$ cat src/hdl/tzgt_pkg.sv
`timescale 1ns / 1ps

package tzgt_pkg;

  localparam int TRACKED_FINGERS = 2;
  localparam int FIDX_W = (TRACKED_FINGERS > 1) ? $clog2(TRACKED_FINGERS) : 1;
  localparam int ZONE_CNT = 9;
  localparam int ZONE_W = 4;
  localparam int FINGER_W = 4;
  localparam int POS_W = 16;
  localparam int PROD_W = 23;
  localparam int STAMP_W = 32;
  localparam int QUEUE_DEPTH = 2;
  localparam int QPTR_W = (QUEUE_DEPTH > 1) ? $clog2(QUEUE_DEPTH) : 1;
  localparam int QCNT_W = $clog2(QUEUE_DEPTH + 1);

  localparam int IN_TDATA_W = 40;
  localparam int OUT_TDATA_W = 24;
  localparam int CFG_DATA_W = 16;

  localparam logic [STAMP_W-1:0] TOUCH_WINDOW_MS = 32'd150;
  localparam logic [PROD_W-1:0] BAND_LOW = 23'd33;
  localparam logic [PROD_W-1:0] BAND_HIGH = 23'd66;
  localparam logic [PROD_W-1:0] PERCENT = 23'd100;

  typedef enum logic [1:0] {
    OP_TICK  = 2'd0,
    OP_TOUCH = 2'd1,
    OP_MENU  = 2'd2
  } op_t;

  typedef enum logic [1:0] {
    KIND_DOWN = 2'd0,
    KIND_UP   = 2'd1,
    KIND_MOVE = 2'd2
  } kind_t;

  typedef enum logic [2:0] {
    REG_SCREEN_WIDTH     = 3'd0,
    REG_SCREEN_HEIGHT    = 3'd1,
    REG_HOLD_MIN_MS      = 3'd2,
    REG_SLIDE_FROM_ZONE  = 3'd3,
    REG_SLIDE_TO_ZONE    = 3'd4,
    REG_SLIDE_MIN_MS     = 3'd5,
    REG_SLIDE_MAX_MS     = 3'd6,
    REG_MENU_HOLD_MIN_MS = 3'd7
  } cfg_index_t;

  typedef struct packed {
    logic [15:0] screen_width;
    logic [15:0] screen_height;
    logic [15:0] hold_min_ms;
    logic [3:0]  slide_from_zone;
    logic [3:0]  slide_to_zone;
    logic [15:0] slide_min_ms;
    logic [15:0] slide_max_ms;
    logic [15:0] menu_hold_min_ms;
  } cfg_t;

  typedef struct packed {
    logic [1:0]        op;
    logic [1:0]        kind;
    logic              tracked;
    logic [FIDX_W-1:0] finger_idx;
    logic [ZONE_W-1:0] zone;
    logic              menu_down;
  } entry_t;

  typedef struct packed {
    logic                menu_held;
    logic                menu_pressed;
    logic                slide_seen;
    logic [ZONE_CNT-1:0] held_zones;
    logic [ZONE_CNT-1:0] touched_zones;
  } result_t;

  // 0: below 33 percent, 1: 33..66, 2: above 66 (also for a zero size)
  function automatic logic [1:0] band_of(input logic [POS_W-1:0] pos,
                                         input logic [POS_W-1:0] size);
    logic [PROD_W-1:0] p;
    logic [PROD_W-1:0] lo;
    logic [PROD_W-1:0] hi;
    p  = PROD_W'(pos) * PERCENT;
    lo = PROD_W'(size) * BAND_LOW;
    hi = PROD_W'(size) * (BAND_HIGH + PROD_W'(1));
    if (p < lo) begin
      return 2'd0;
    end else if (p < hi) begin
      return 2'd1;
    end
    return 2'd2;
  endfunction

endpackage

$ cat src/hdl/tzgt_front.sv
`timescale 1ns / 1ps

module tzgt_front (
  input  logic                                clk,
  input  logic                                rst,
  input  logic                                s_tvalid,
  output logic                                s_tready,
  input  logic [tzgt_pkg::IN_TDATA_W-1:0]     s_tdata,
  input  logic [1:0]                          s_tuser,
  input  tzgt_pkg::cfg_t                      cfg,
  output logic                                q_valid,
  input  logic                                q_ready,
  output tzgt_pkg::entry_t                    q_entry
);
  import tzgt_pkg::*;

  logic        front_valid;
  entry_t      entry;
  entry_t      entry_next;
  logic [1:0]  band_x;
  logic [1:0]  band_y;
  logic [FINGER_W-1:0] finger;

  assign finger = s_tdata[5:2];

  always_comb begin
    band_x = band_of(s_tdata[21:6], cfg.screen_width);
    band_y = band_of(s_tdata[37:22], cfg.screen_height);
    entry_next.op         = s_tuser;
    entry_next.kind       = s_tdata[1:0];
    entry_next.tracked    = (finger < FINGER_W'(TRACKED_FINGERS));
    entry_next.finger_idx = finger[FIDX_W-1:0];
    entry_next.zone       = ZONE_W'(band_x) * ZONE_W'(3) + ZONE_W'(band_y) + ZONE_W'(1);
    entry_next.menu_down  = s_tdata[38];
  end

  assign s_tready = !front_valid || q_ready;
  assign q_valid  = front_valid;
  assign q_entry  = entry;

  always_ff @(posedge clk) begin
    if (rst) begin
      front_valid <= 1'b0;
    end else if (s_tvalid && s_tready) begin
      front_valid <= 1'b1;
    end else if (q_ready) begin
      front_valid <= 1'b0;
    end
  end

  always_ff @(posedge clk) begin
    if (s_tvalid && s_tready) begin
      entry <= entry_next;
    end
  end

endmodule

$ cat src/hdl/tzgt_queue.sv
`timescale 1ns / 1ps

module tzgt_queue (
  input  logic             clk,
  input  logic             rst,
  input  logic             push_valid,
  output logic             push_ready,
  input  tzgt_pkg::entry_t push_entry,
  output logic             pop_valid,
  input  logic             pop_ready,
  output tzgt_pkg::entry_t pop_entry
);
  import tzgt_pkg::*;

  entry_t             mem [QUEUE_DEPTH];
  logic [QPTR_W-1:0]  wr_ptr;
  logic [QPTR_W-1:0]  rd_ptr;
  logic [QCNT_W-1:0]  count;
  logic               push;
  logic               pop;

  assign push_ready = (count != QCNT_W'(QUEUE_DEPTH));
  assign pop_valid  = (count != '0);
  assign pop_entry  = mem[rd_ptr];
  assign push       = push_valid && push_ready;
  assign pop        = pop_valid && pop_ready;

  always_ff @(posedge clk) begin
    if (rst) begin
      wr_ptr <= '0;
      rd_ptr <= '0;
      count  <= '0;
    end else begin
      if (push) begin
        wr_ptr <= (wr_ptr == QPTR_W'(QUEUE_DEPTH - 1)) ? '0 : wr_ptr + QPTR_W'(1);
      end
      if (pop) begin
        rd_ptr <= (rd_ptr == QPTR_W'(QUEUE_DEPTH - 1)) ? '0 : rd_ptr + QPTR_W'(1);
      end
      if (push && !pop) begin
        count <= count + QCNT_W'(1);
      end else if (pop && !push) begin
        count <= count - QCNT_W'(1);
      end
    end
  end

  always_ff @(posedge clk) begin
    if (push) begin
      mem[wr_ptr] <= push_entry;
    end
  end

endmodule

$ cat src/hdl/tzgt_back.sv
`timescale 1ns / 1ps

module tzgt_back (
  input  logic                               clk,
  input  logic                               rst,
  input  logic                               q_valid,
  output logic                               q_ready,
  input  tzgt_pkg::entry_t                   q_entry,
  input  tzgt_pkg::cfg_t                     cfg,
  output logic                               m_tvalid,
  input  logic                               m_tready,
  output logic [tzgt_pkg::OUT_TDATA_W-1:0]   m_tdata
);
  import tzgt_pkg::*;

  typedef enum logic {
    B_IDLE,
    B_EVAL
  } back_state_t;

  back_state_t        state;
  logic [STAMP_W-1:0] now_ms;
  logic [STAMP_W-1:0] zone_stamp [ZONE_CNT];
  logic [ZONE_CNT-1:0] zone_valid;
  logic [ZONE_W-1:0]  finger_down_zone [TRACKED_FINGERS];
  logic [STAMP_W-1:0] finger_down_stamp [TRACKED_FINGERS];
  logic [ZONE_W-1:0]  finger_up_zone [TRACKED_FINGERS];
  logic [STAMP_W-1:0] finger_up_stamp [TRACKED_FINGERS];
  logic               menu_level;
  logic [STAMP_W-1:0] menu_stamp;
  result_t            res;
  logic [ZONE_W-1:0]  zidx;
  logic               out_free;

  assign q_ready  = (state == B_IDLE);
  assign zidx     = q_entry.zone - ZONE_W'(1);
  assign out_free = !m_tvalid || m_tready;

  always_comb begin
    res = '0;
    res.menu_pressed = menu_level;
    res.menu_held = menu_level &&
                    ((now_ms - menu_stamp) >= STAMP_W'(cfg.menu_hold_min_ms));
    for (int z = 0; z < ZONE_CNT; z++) begin
      res.touched_zones[z] = zone_valid[z] && ((now_ms - zone_stamp[z]) < TOUCH_WINDOW_MS);
    end
    for (int f = 0; f < TRACKED_FINGERS; f++) begin
      for (int z = 0; z < ZONE_CNT; z++) begin
        if (finger_down_zone[f] == ZONE_W'(z + 1) &&
            finger_up_stamp[f] < finger_down_stamp[f] &&
            (now_ms - finger_down_stamp[f]) >= STAMP_W'(cfg.hold_min_ms)) begin
          res.held_zones[z] = 1'b1;
        end
      end
      if (finger_down_zone[f] == cfg.slide_from_zone &&
          finger_up_zone[f] == cfg.slide_to_zone &&
          finger_up_stamp[f] > finger_down_stamp[f] &&
          (now_ms - finger_up_stamp[f]) < TOUCH_WINDOW_MS &&
          (finger_up_stamp[f] - finger_down_stamp[f]) >= STAMP_W'(cfg.slide_min_ms) &&
          (finger_up_stamp[f] - finger_down_stamp[f]) <= STAMP_W'(cfg.slide_max_ms)) begin
        res.slide_seen = 1'b1;
      end
    end
  end

  always_ff @(posedge clk) begin
    if (rst) begin
      state      <= B_IDLE;
      m_tvalid   <= 1'b0;
      now_ms     <= '0;
      zone_valid <= '0;
      menu_level <= 1'b0;
      menu_stamp <= '0;
      for (int z = 0; z < ZONE_CNT; z++) begin
        zone_stamp[z] <= '0;
      end
      for (int f = 0; f < TRACKED_FINGERS; f++) begin
        finger_down_zone[f]  <= '0;
        finger_down_stamp[f] <= '0;
        finger_up_zone[f]    <= '0;
        finger_up_stamp[f]   <= '0;
      end
    end else begin
      if (state == B_EVAL && out_free) begin
        m_tvalid <= 1'b1;
      end else if (m_tready) begin
        m_tvalid <= 1'b0;
      end
      case (state)
        B_IDLE: begin
          if (q_valid) begin
            state <= B_EVAL;
            case (q_entry.op)
              OP_TICK: begin
                now_ms <= now_ms + STAMP_W'(1);
              end
              OP_TOUCH: begin
                zone_stamp[zidx] <= now_ms;
                zone_valid[zidx] <= 1'b1;
                if (q_entry.tracked && q_entry.kind == KIND_DOWN) begin
                  finger_down_zone[q_entry.finger_idx]  <= q_entry.zone;
                  finger_down_stamp[q_entry.finger_idx] <= now_ms;
                end else if (q_entry.tracked && q_entry.kind == KIND_UP) begin
                  finger_up_zone[q_entry.finger_idx]  <= q_entry.zone;
                  finger_up_stamp[q_entry.finger_idx] <= now_ms;
                end
              end
              OP_MENU: begin
                menu_level <= q_entry.menu_down;
                menu_stamp <= now_ms;
              end
              default: begin
              end
            endcase
          end
        end
        B_EVAL: begin
          if (out_free) begin
            m_tdata  <= OUT_TDATA_W'(res);
            state    <= B_IDLE;
          end
        end
        default: begin
          state <= B_IDLE;
        end
      endcase
    end
  end

endmodule

$ cat src/hdl/touch_zone_gesture_tracker_top.sv
`timescale 1ns / 1ps

// Touch zone gesture tracker.
// Input stream (s_*): one item per transfer. s_tuser is the op (tick, touch,
// menu event); s_tdata carries touch_kind, finger, x_pos, y_pos, menu_down.
// Output stream (m_*): one result per input item, in order, giving touched
// and held zone masks, slide_seen, menu_pressed and menu_held.
// Config channel (cfg_*): cfg_index selects one of eight registers, cfg_data
// holds the value; always ready. Write only while no item is in flight.
// An input item passes the front-end register, the queue and the back end's
// state update before the result is registered. The back end takes no new
// item until it has registered the result formed from the updated state.
// A 2-entry queue sits between the classifying front end and the back end.
// Reset clears all tracking state, the zone valid bits and the queue, and
// loads the register defaults. A stalled receiver holds the result; the
// front end keeps accepting until the queue and its own stage are full.
module touch_zone_gesture_tracker_top (
  input  logic                                clk,
  input  logic                                rst,
  input  logic                                s_tvalid,
  output logic                                s_tready,
  // [1:0] touch_kind, [5:2] finger, [21:6] x_pos, [37:22] y_pos, [38] menu_down
  input  logic [tzgt_pkg::IN_TDATA_W-1:0]     s_tdata,
  // [1:0] op
  input  logic [1:0]                          s_tuser,
  output logic                                m_tvalid,
  input  logic                                m_tready,
  // [8:0] touched_zones, [17:9] held_zones, [18] slide_seen,
  // [19] menu_pressed, [20] menu_held
  output logic [tzgt_pkg::OUT_TDATA_W-1:0]    m_tdata,
  input  logic                                cfg_valid,
  output logic                                cfg_ready,
  input  tzgt_pkg::cfg_index_t                cfg_index,
  input  logic [tzgt_pkg::CFG_DATA_W-1:0]     cfg_data
);
  import tzgt_pkg::*;

  cfg_t   cfg;
  logic   fq_valid;
  logic   fq_ready;
  entry_t fq_entry;
  logic   qb_valid;
  logic   qb_ready;
  entry_t qb_entry;

  assign cfg_ready = 1'b1;

  always_ff @(posedge clk) begin
    if (rst) begin
      cfg.screen_width     <= 16'd1920;
      cfg.screen_height    <= 16'd1080;
      cfg.hold_min_ms      <= 16'd0;
      cfg.slide_from_zone  <= 4'd1;
      cfg.slide_to_zone    <= 4'd3;
      cfg.slide_min_ms     <= 16'd0;
      cfg.slide_max_ms     <= 16'd1000;
      cfg.menu_hold_min_ms <= 16'd0;
    end else if (cfg_valid && cfg_ready) begin
      case (cfg_index)
        REG_SCREEN_WIDTH:     cfg.screen_width     <= cfg_data;
        REG_SCREEN_HEIGHT:    cfg.screen_height    <= cfg_data;
        REG_HOLD_MIN_MS:      cfg.hold_min_ms      <= cfg_data;
        REG_SLIDE_FROM_ZONE:  cfg.slide_from_zone  <= cfg_data[3:0];
        REG_SLIDE_TO_ZONE:    cfg.slide_to_zone    <= cfg_data[3:0];
        REG_SLIDE_MIN_MS:     cfg.slide_min_ms     <= cfg_data;
        REG_SLIDE_MAX_MS:     cfg.slide_max_ms     <= cfg_data;
        REG_MENU_HOLD_MIN_MS: cfg.menu_hold_min_ms <= cfg_data;
        default: begin
        end
      endcase
    end
  end

  tzgt_front u_front (
    .clk      (clk),
    .rst      (rst),
    .s_tvalid (s_tvalid),
    .s_tready (s_tready),
    .s_tdata  (s_tdata),
    .s_tuser  (s_tuser),
    .cfg      (cfg),
    .q_valid  (fq_valid),
    .q_ready  (fq_ready),
    .q_entry  (fq_entry)
  );

  tzgt_queue u_queue (
    .clk        (clk),
    .rst        (rst),
    .push_valid (fq_valid),
    .push_ready (fq_ready),
    .push_entry (fq_entry),
    .pop_valid  (qb_valid),
    .pop_ready  (qb_ready),
    .pop_entry  (qb_entry)
  );

  tzgt_back u_back (
    .clk      (clk),
    .rst      (rst),
    .q_valid  (qb_valid),
    .q_ready  (qb_ready),
    .q_entry  (qb_entry),
    .cfg      (cfg),
    .m_tvalid (m_tvalid),
    .m_tready (m_tready),
    .m_tdata  (m_tdata)
  );

`ifndef SYNTH
  a_reset_no_output: assert property (@(posedge clk) rst |=> !m_tvalid)
    else $error("result valid right after reset");
  a_reset_ready: assert property (@(posedge clk) rst |=> s_tready)
    else $error("input not ready right after reset");
  a_menu_held_pressed: assert property (@(posedge clk) disable iff (rst)
    m_tvalid |-> !(m_tdata[20] && !m_tdata[19]))
    else $error("menu held reported without menu pressed");
  a_queue_no_overflow: assert property (@(posedge clk) disable iff (rst)
    (fq_valid && !fq_ready) |=> fq_valid)
    else $error("front stage dropped an item while queue was full");
`endif

endmodule
$ cat config.mk
export PLATFORM = sky130hd
export DESIGN_NAME = touch_zone_gesture_tracker_top
export DESIGN_NICKNAME = d
export VERILOG_FILES = /design/src/hdl/tzgt_pkg.sv /design/src/hdl/tzgt_front.sv /design/src/hdl/tzgt_queue.sv /design/src/hdl/tzgt_back.sv /design/src/hdl/touch_zone_gesture_tracker_top.sv
export SDC_FILE = /design/constraint.sdc
export NUM_CORES = 2
export LEC_CHECK = 0
export BUFFER_PORTS_ARGS = -buffer_cell sky130_fd_sc_hd__buf_2
export CORE_MARGIN = 5
export CORE_UTILIZATION = 45
export CTS_CLUSTER_SIZE = 10
export DETAILED_ROUTE_END_ITERATION = 8
export GPL_TIMING_DRIVEN = 0
export PLACE_DENSITY_LB_ADDON = 0.1
export SETUP_SLACK_MARGIN = 0.5
export SLEW_MARGIN = 25
export SYNTH_ARGS = -nofsm -noshare
export SYNTH_HDL_FRONTEND = slang
export SYNTH_HIERARCHICAL = 1
export SYNTH_SLANG_ARGS = --single-unit
$ cat constraint.sdc
create_clock -name clk -period 5.95 [get_ports clk]
set_clock_uncertainty 0.05 [all_clocks]
set_input_delay 0.2975 -clock clk [delete_from_list [all_inputs] [get_ports clk]]
set_output_delay 0.2975 -clock clk [all_outputs]
set_load 0.02 [all_outputs]
Word level (Yosys, flattened, before mapping)
Memories as Yosys holds them, arrays and structs flattened. A register that Yosys moved wholly into a read port is not among the register bits.
Index checks and enable logic that the tools add are counted.

operators by class
  add/subtract/negate cells = 24
  multiply operators = 7
  order comparisons = 29
  equal/unequal tests = 33
  mux-type cells = 72
  bitwise operators = 3
  reductions and logical operators = 95

operators by type and width
  operator                                                      count
  subtractor 32 bit                                             16
  less-than comparator 32 x 8 -> 1 bit (second input constant)  11
  greater-or-equal comparator 32 x 16 -> 1 bit                  5
  two-way mux 32 bit                                            3
  OR reduction 32 bit                                           3
  logical AND 1 bit                                             65
  > comparator 32 bit                                           2
  <= comparator 32 x 16 -> 1 bit                                2
  less-than comparator 32 bit                                   2
  two-way mux 1 bit                                             56
  less-than comparator 23 x 22 -> 1 bit                         2
  less-than comparator 23 bit                                   2
  multiplier 16 x 7 -> 23 bit (second input constant)           2
  multiplier 16 x 6 -> 22 bit (second input constant)           2
  multiplier 16 x 5 -> 21 bit (second input constant)           2
  adder 32 x 1 -> 32 bit (second input constant)                1
  equality test 4 x 3 -> 1 bit (second input constant)          8
  equality test 4 x 2 -> 1 bit (second input constant)          4
  equality test 4 bit                                           4
  equality test 4 bit (second input constant)                   4
  two-way mux 2 bit                                             8
  AND reduction 2 bit                                           8
  equality test 3 bit (second input constant)                   4
  two-way mux 4 bit                                             3
  other kinds (27)                                              44

storage, ports and cells
  register bits after elaboration = 217
  RAM bits = 454
  output and inout port bits = 27
  word-level logic and storage cells = 304
  memories kept = 6

memories
  name                      depth  bits a word  read ports  clocked after memory_dff  write ports  RTL line          RTL
  u_back.zone_stamp         9      32           9           0                         9            tzgt_back.sv:23   logic [STAMP_W-1:0] zone_stamp [ZONE_CNT];
  u_back.finger_down_stamp  2      32           2           0                         2            tzgt_back.sv:26   logic [STAMP_W-1:0] finger_down_stamp [TRACKED_FINGERS];
  u_back.finger_up_stamp    2      32           2           0                         2            tzgt_back.sv:28   logic [STAMP_W-1:0] finger_up_stamp [TRACKED_FINGERS];
  u_queue.mem               2      11           1           1                         1            tzgt_queue.sv:15  entry_t mem [QUEUE_DEPTH];
  u_back.finger_down_zone   2      4            2           0                         2            tzgt_back.sv:25   logic [ZONE_W-1:0] finger_down_zone [TRACKED_FINGERS];
  u_back.finger_up_zone     2      4            2           0                         2            tzgt_back.sv:27   logic [ZONE_W-1:0] finger_up_zone [TRACKED_FINGERS];

Logic depth before layout (Yosys ltp)
  depth in word-level cells = 11
  depth in mapped cells = 27
  depth with buffers taken out = 26

By module
Netlist, hierarchy kept.

modules (own cells, without submodules)
  module                          instances  cells each  area each (um^2)  sequential area each (um^2)
  tzgt_back                       1          6209        51828.5           15124.5
  tzgt_front                      1          1095        9297.7            350.3
  touch_zone_gesture_tracker_top  1          380         4129.0            2082.0
  tzgt_queue                      1          58          1012.2            760.7

Worst setup path after synthesis
No wires, ideal clock.

  path type = flip-flop to flip-flop
  start = reg, netlist name cfg[100]
  end = reg u_front.entry, in the netlist u_front/q_entry[4], data pin
  setup time = 0.255 ns
  arrival time = 5.525 ns
  data required time = 5.645 ns
  slack = 0.120 ns
  cell stages (with the launch flop) = 26
  period minus slack after synthesis = 5.830 ns
  path through = dfxtp_1 -> ha_1 -> ha_1 -> fa_1 -> ha_1 -> clkbuf_1 -> a21o_1 -> a21o_1 -> a21oi_1 -> nor3b_1 -> o211ai_1 -> and4_1 -> o31a_1 -> o21ai_1 -> xnor2_1 -> ha_1 -> nand4_1 -> or2_2 -> a211oi_1 -> a21oi_1 -> maj3_1 -> o21ai_1 -> and2_1 -> ha_1 -> a41o_1 -> a31o_1

RTL lines
  item                  RTL line          RTL
  end signal, assigned  tzgt_front.sv:53  entry <= entry_next;
  end, declared         tzgt_front.sv:18  entry_t entry;

==> metrics.yaml <==
grt_max_degree: 37
io_buffers: 83
drc: 0
yosys-top-cells-count: "ha_1 (903), inv_1 (873), a21oi_1 (574)"
p_leak_nw: 33.5
p_seq_frac: 0.364
multi_input_comb_area_sq_um: 44500
area_delta_synth_final_pct: 12.7
htreeDepth: 3
vdd_ir_drop_max_uv: 226
vias: 59400
period_needed_ns: 5.85
wl_um: 226000
synth_cells: 7742
grt_pass1_vias: 55400
rsz0062_at_grt: "true"
internal_power_w: 0.00990
coreArea_sq_um: 146000
end_kind: "flop"
die_area_sq_um: 155000
ant_nets: 0
dp_slack_ns: -2.38
placementRows: 140
syn_area_sq_um: 66300
yosysTopAreaCellShare: 0.220
finalInstanceArea_sq_um: 74700
drt_pass1_iterations: 7
async_flop_share: 0
dp_hpwl_um: 172000
setup_ws_ns: 0.0951
die_y_um: 394
synth_most_common_cell: "ha_1"
nFillCells: 14000
placedInstanceArea_sq_um: 70200
fmax_mhz: 171
root_buffer: "clkbuf_16"
synth_area_leader_cell: "edfxtp_1"
area.sequential_sq_um: 18400
cp-start-kind: "flop"
io_pins: 93
status: "finished, final reports clean"
hold_violations: 0
power_density_nw_per_um2: 196
seq_area_frac_synth: 0.276
cts.clk_slew.worst_paths_ns: 0.06
numCtsBuffers: 86
combPwrFrac: 0.284
final_nets: 9067
grtUsageTotal: 0.279
yosys.cell_types.count: 114
post-route-period-util: 0.984
synth.area.top_cells: "edfxtp_1 (22%), ha_1 (17%), dfxtp_1 (5.6%), inv_1 (4.9%), a21oi_1 (4.3%)"
grt_pass1_wl_um: 335000
min_path_type: "input port to flop"
crit_arrival_ns: 6.26
path_class: "flop to flop"
cts_sinks: 672
clkPwrFrac: 0.352
power_switching_w: 0.00473
worst_pin_slew_ns: 1.16
gp_congestion: 0.964
slew_headroom: 0.229
switching_share: 0.323
clockBufferDepth: 3
ys_ff_latch: 672
cts_tree: "built"
die_w_um: 394
drv_cap: 0
viasPerCell: 5.92
drive_gt1_frac: 0.0786
synth_ff_type: "edfxtp_1"
drtIter0Drc: 5265
drv_slew: 0
grt_antenna_before_repair: 34
grt-ovfl-total: 0
setup_violations: 0
cp.required_ns: 6.36
start_util: 0.454
wl_per_cell_um: 22.5
yosysWarnings: 6
clock_latency_ns: 0.70
avgSynthCellArea_sq_um: 8.56
synth_edf_count: 486
cp_max_fo: 3
==> state kept, by name, summed over array words and instances, names as in the netlist, 2 cells and up, named ones only <==
name                      count
cfg                         104
u_back/finger_down_stamp     64
u_back/finger_down_zone       8
u_back/finger_up_stamp       64
u_back/finger_up_zone         8
u_back/m_tdata               21
u_back/menu_stamp            32
u_back/now_ms                32
u_back/zone_stamp           288
u_back/zone_valid             9
u_front/q_entry              11
u_queue/count                 2
u_queue/mem                  22
==> cell families after synthesis <==
kind of cell	share of synthesized area
other	0.000113
AOI/OAI and AO/OA	0.203
buffers and inverters	0.0656
muxes	0.0267
adders and majority gates	0.190
DFF	0.276
xor gates and xnor gates	0.0501
and+or+nand+nor	0.188
==> metal layers <==
metal | track usage | routed length, um
met5 | 0 | 13
met4 | 0.0979 | 8750
met3 | 0.0463 | 17800
met2 | 0.442 | 99500
met1 | 0.386 | 100000
==> power groups by stage <==
stage                     Clock [W]  Sequential, W  Combinational [W]
after detailed placement          0        0.00543            0.00382
after floorplan                   0        0.00542            0.00275
after global placement            0        0.00544            0.00372
final                       0.00514        0.00532            0.00416
after global routing        0.00542        0.00534            0.00461
after CTS                   0.00524        0.00533            0.00406
==> cells in the final DEF (no fill, tap or decap), types with 26 or more instances in the layout <==
cell       instances
a2111oi_0         31
a211oi_1          70
a21o_1           259
a21oi_1          562
a31oi_1           79
and2_1           437
and3_1            67
buf_2             97
buf_4             55
clkbuf_1         229
clkbuf_16         90
clkbuf_2          35
dfxtp_1          138
dfxtp_4           28
diode_2           26
edfxtp_1         486
fa_1              58
ha_1             886
inv_1            871
mux2i_1          150
nand2_1          456
nand2b_1         213
nand3_1          170
nand4_1          107
nor2_1           441
nor2b_1           80
nor3_1           129
nor4_1            48
o2111ai_1         42
o211ai_1          48
o21a_1            65
o21ai_0          340
o21bai_1          68
o22ai_1           41
o31ai_1           38
or2_2             27
or3_1             31
xnor2_1          198
xor2_1           173
==> through the flow <==
step | std cells | setup TNS, ns | utilization | power [W] | hold WS (ns)
floorplan | 7744 | 0 | - | 0.00817 | 0.317
global route | 10000 | -0.284 | 0.511 | 0.0154 | 0.106
global placement | 9744 | -169.52 | 0.474 | 0.00916 | 0.375
detailed placement | 9780 | -24.48 | 0.481 | 0.00925 | 0.383
CTS | 9995 | 0 | 0.507 | 0.0146 | 0.0381
finish | 10000 | 0 | 0.511 | 0.0146 | 0.0782
==> worst paths after layout <==
check,startpoint,to,slack [ns],depth (start not counted)
setup / recovery,u_back/finger_down_stamp[0][0]$_SDFFCE_PN0P_,u_back/m_tdata[18]$_SDFFCE_PP1P_,0.1,23
hold / removal,cfg_data[15],cfg[47]$_SDFFE_PP0P_,0.08,3
setup reg to reg,u_back/finger_down_stamp[0][0]$_SDFFCE_PN0P_,u_back/m_tdata[18]$_SDFFCE_PP1P_,0.1,23
hold reg to reg,u_front/q_entry[0]$_DFFE_PP_,u_queue/mem[0][0]$_DFFE_PP_,0.39,0
==> final cells by class <==
type / count / share of cell area
multi-input combinational: 5934 / 0.596
sequential: 672 / 0.247
timing repair buffer: 204 / 0.0273
buffer: 263 / 0.0156
antenna: 26 / 0.000872
clock inverter: 20 / 0.00277
tap: 1917 / 0.0321
inverter: 875 / 0.0444
clock buffer: 133 / 0.0334
==> worst max-delay path, cell delays in order (launching register included) <==
cell	delay (ns)
edfxtp_1	0.42
ha_2	0.23
fa_2	0.40
nand2b_4	0.16
a2111oi_4	0.36
o21a_1	0.19
or2_4	0.13
nand3_2	0.08
nand2_2	0.14
a31oi_4	0.12
xnor2_4	0.24
ha_4	0.25
nand4_1	0.12
buf_4	0.14
nor2_1	0.05
o31ai_2	0.07
a21oi_2	0.14
or4_1	0.41
nand4b_1	0.21
nor4_2	0.36
nand4b_1	0.16
nor4b_2	0.35
nand4_1	0.57
o41ai_4	0.27
==> timing repair <==
action | 4_1_cts | 5_1_grt
resized for setup | 123 | 77
pin swaps | 49 | 49
hold buffers | 25 | 0
cloned | 1 | 0
hold endpoints to repair | 33 | 0
buffers inserted | 36 | 23
setup endpoints to repair | 15 | 15
(Power assumes the default switching activity.)
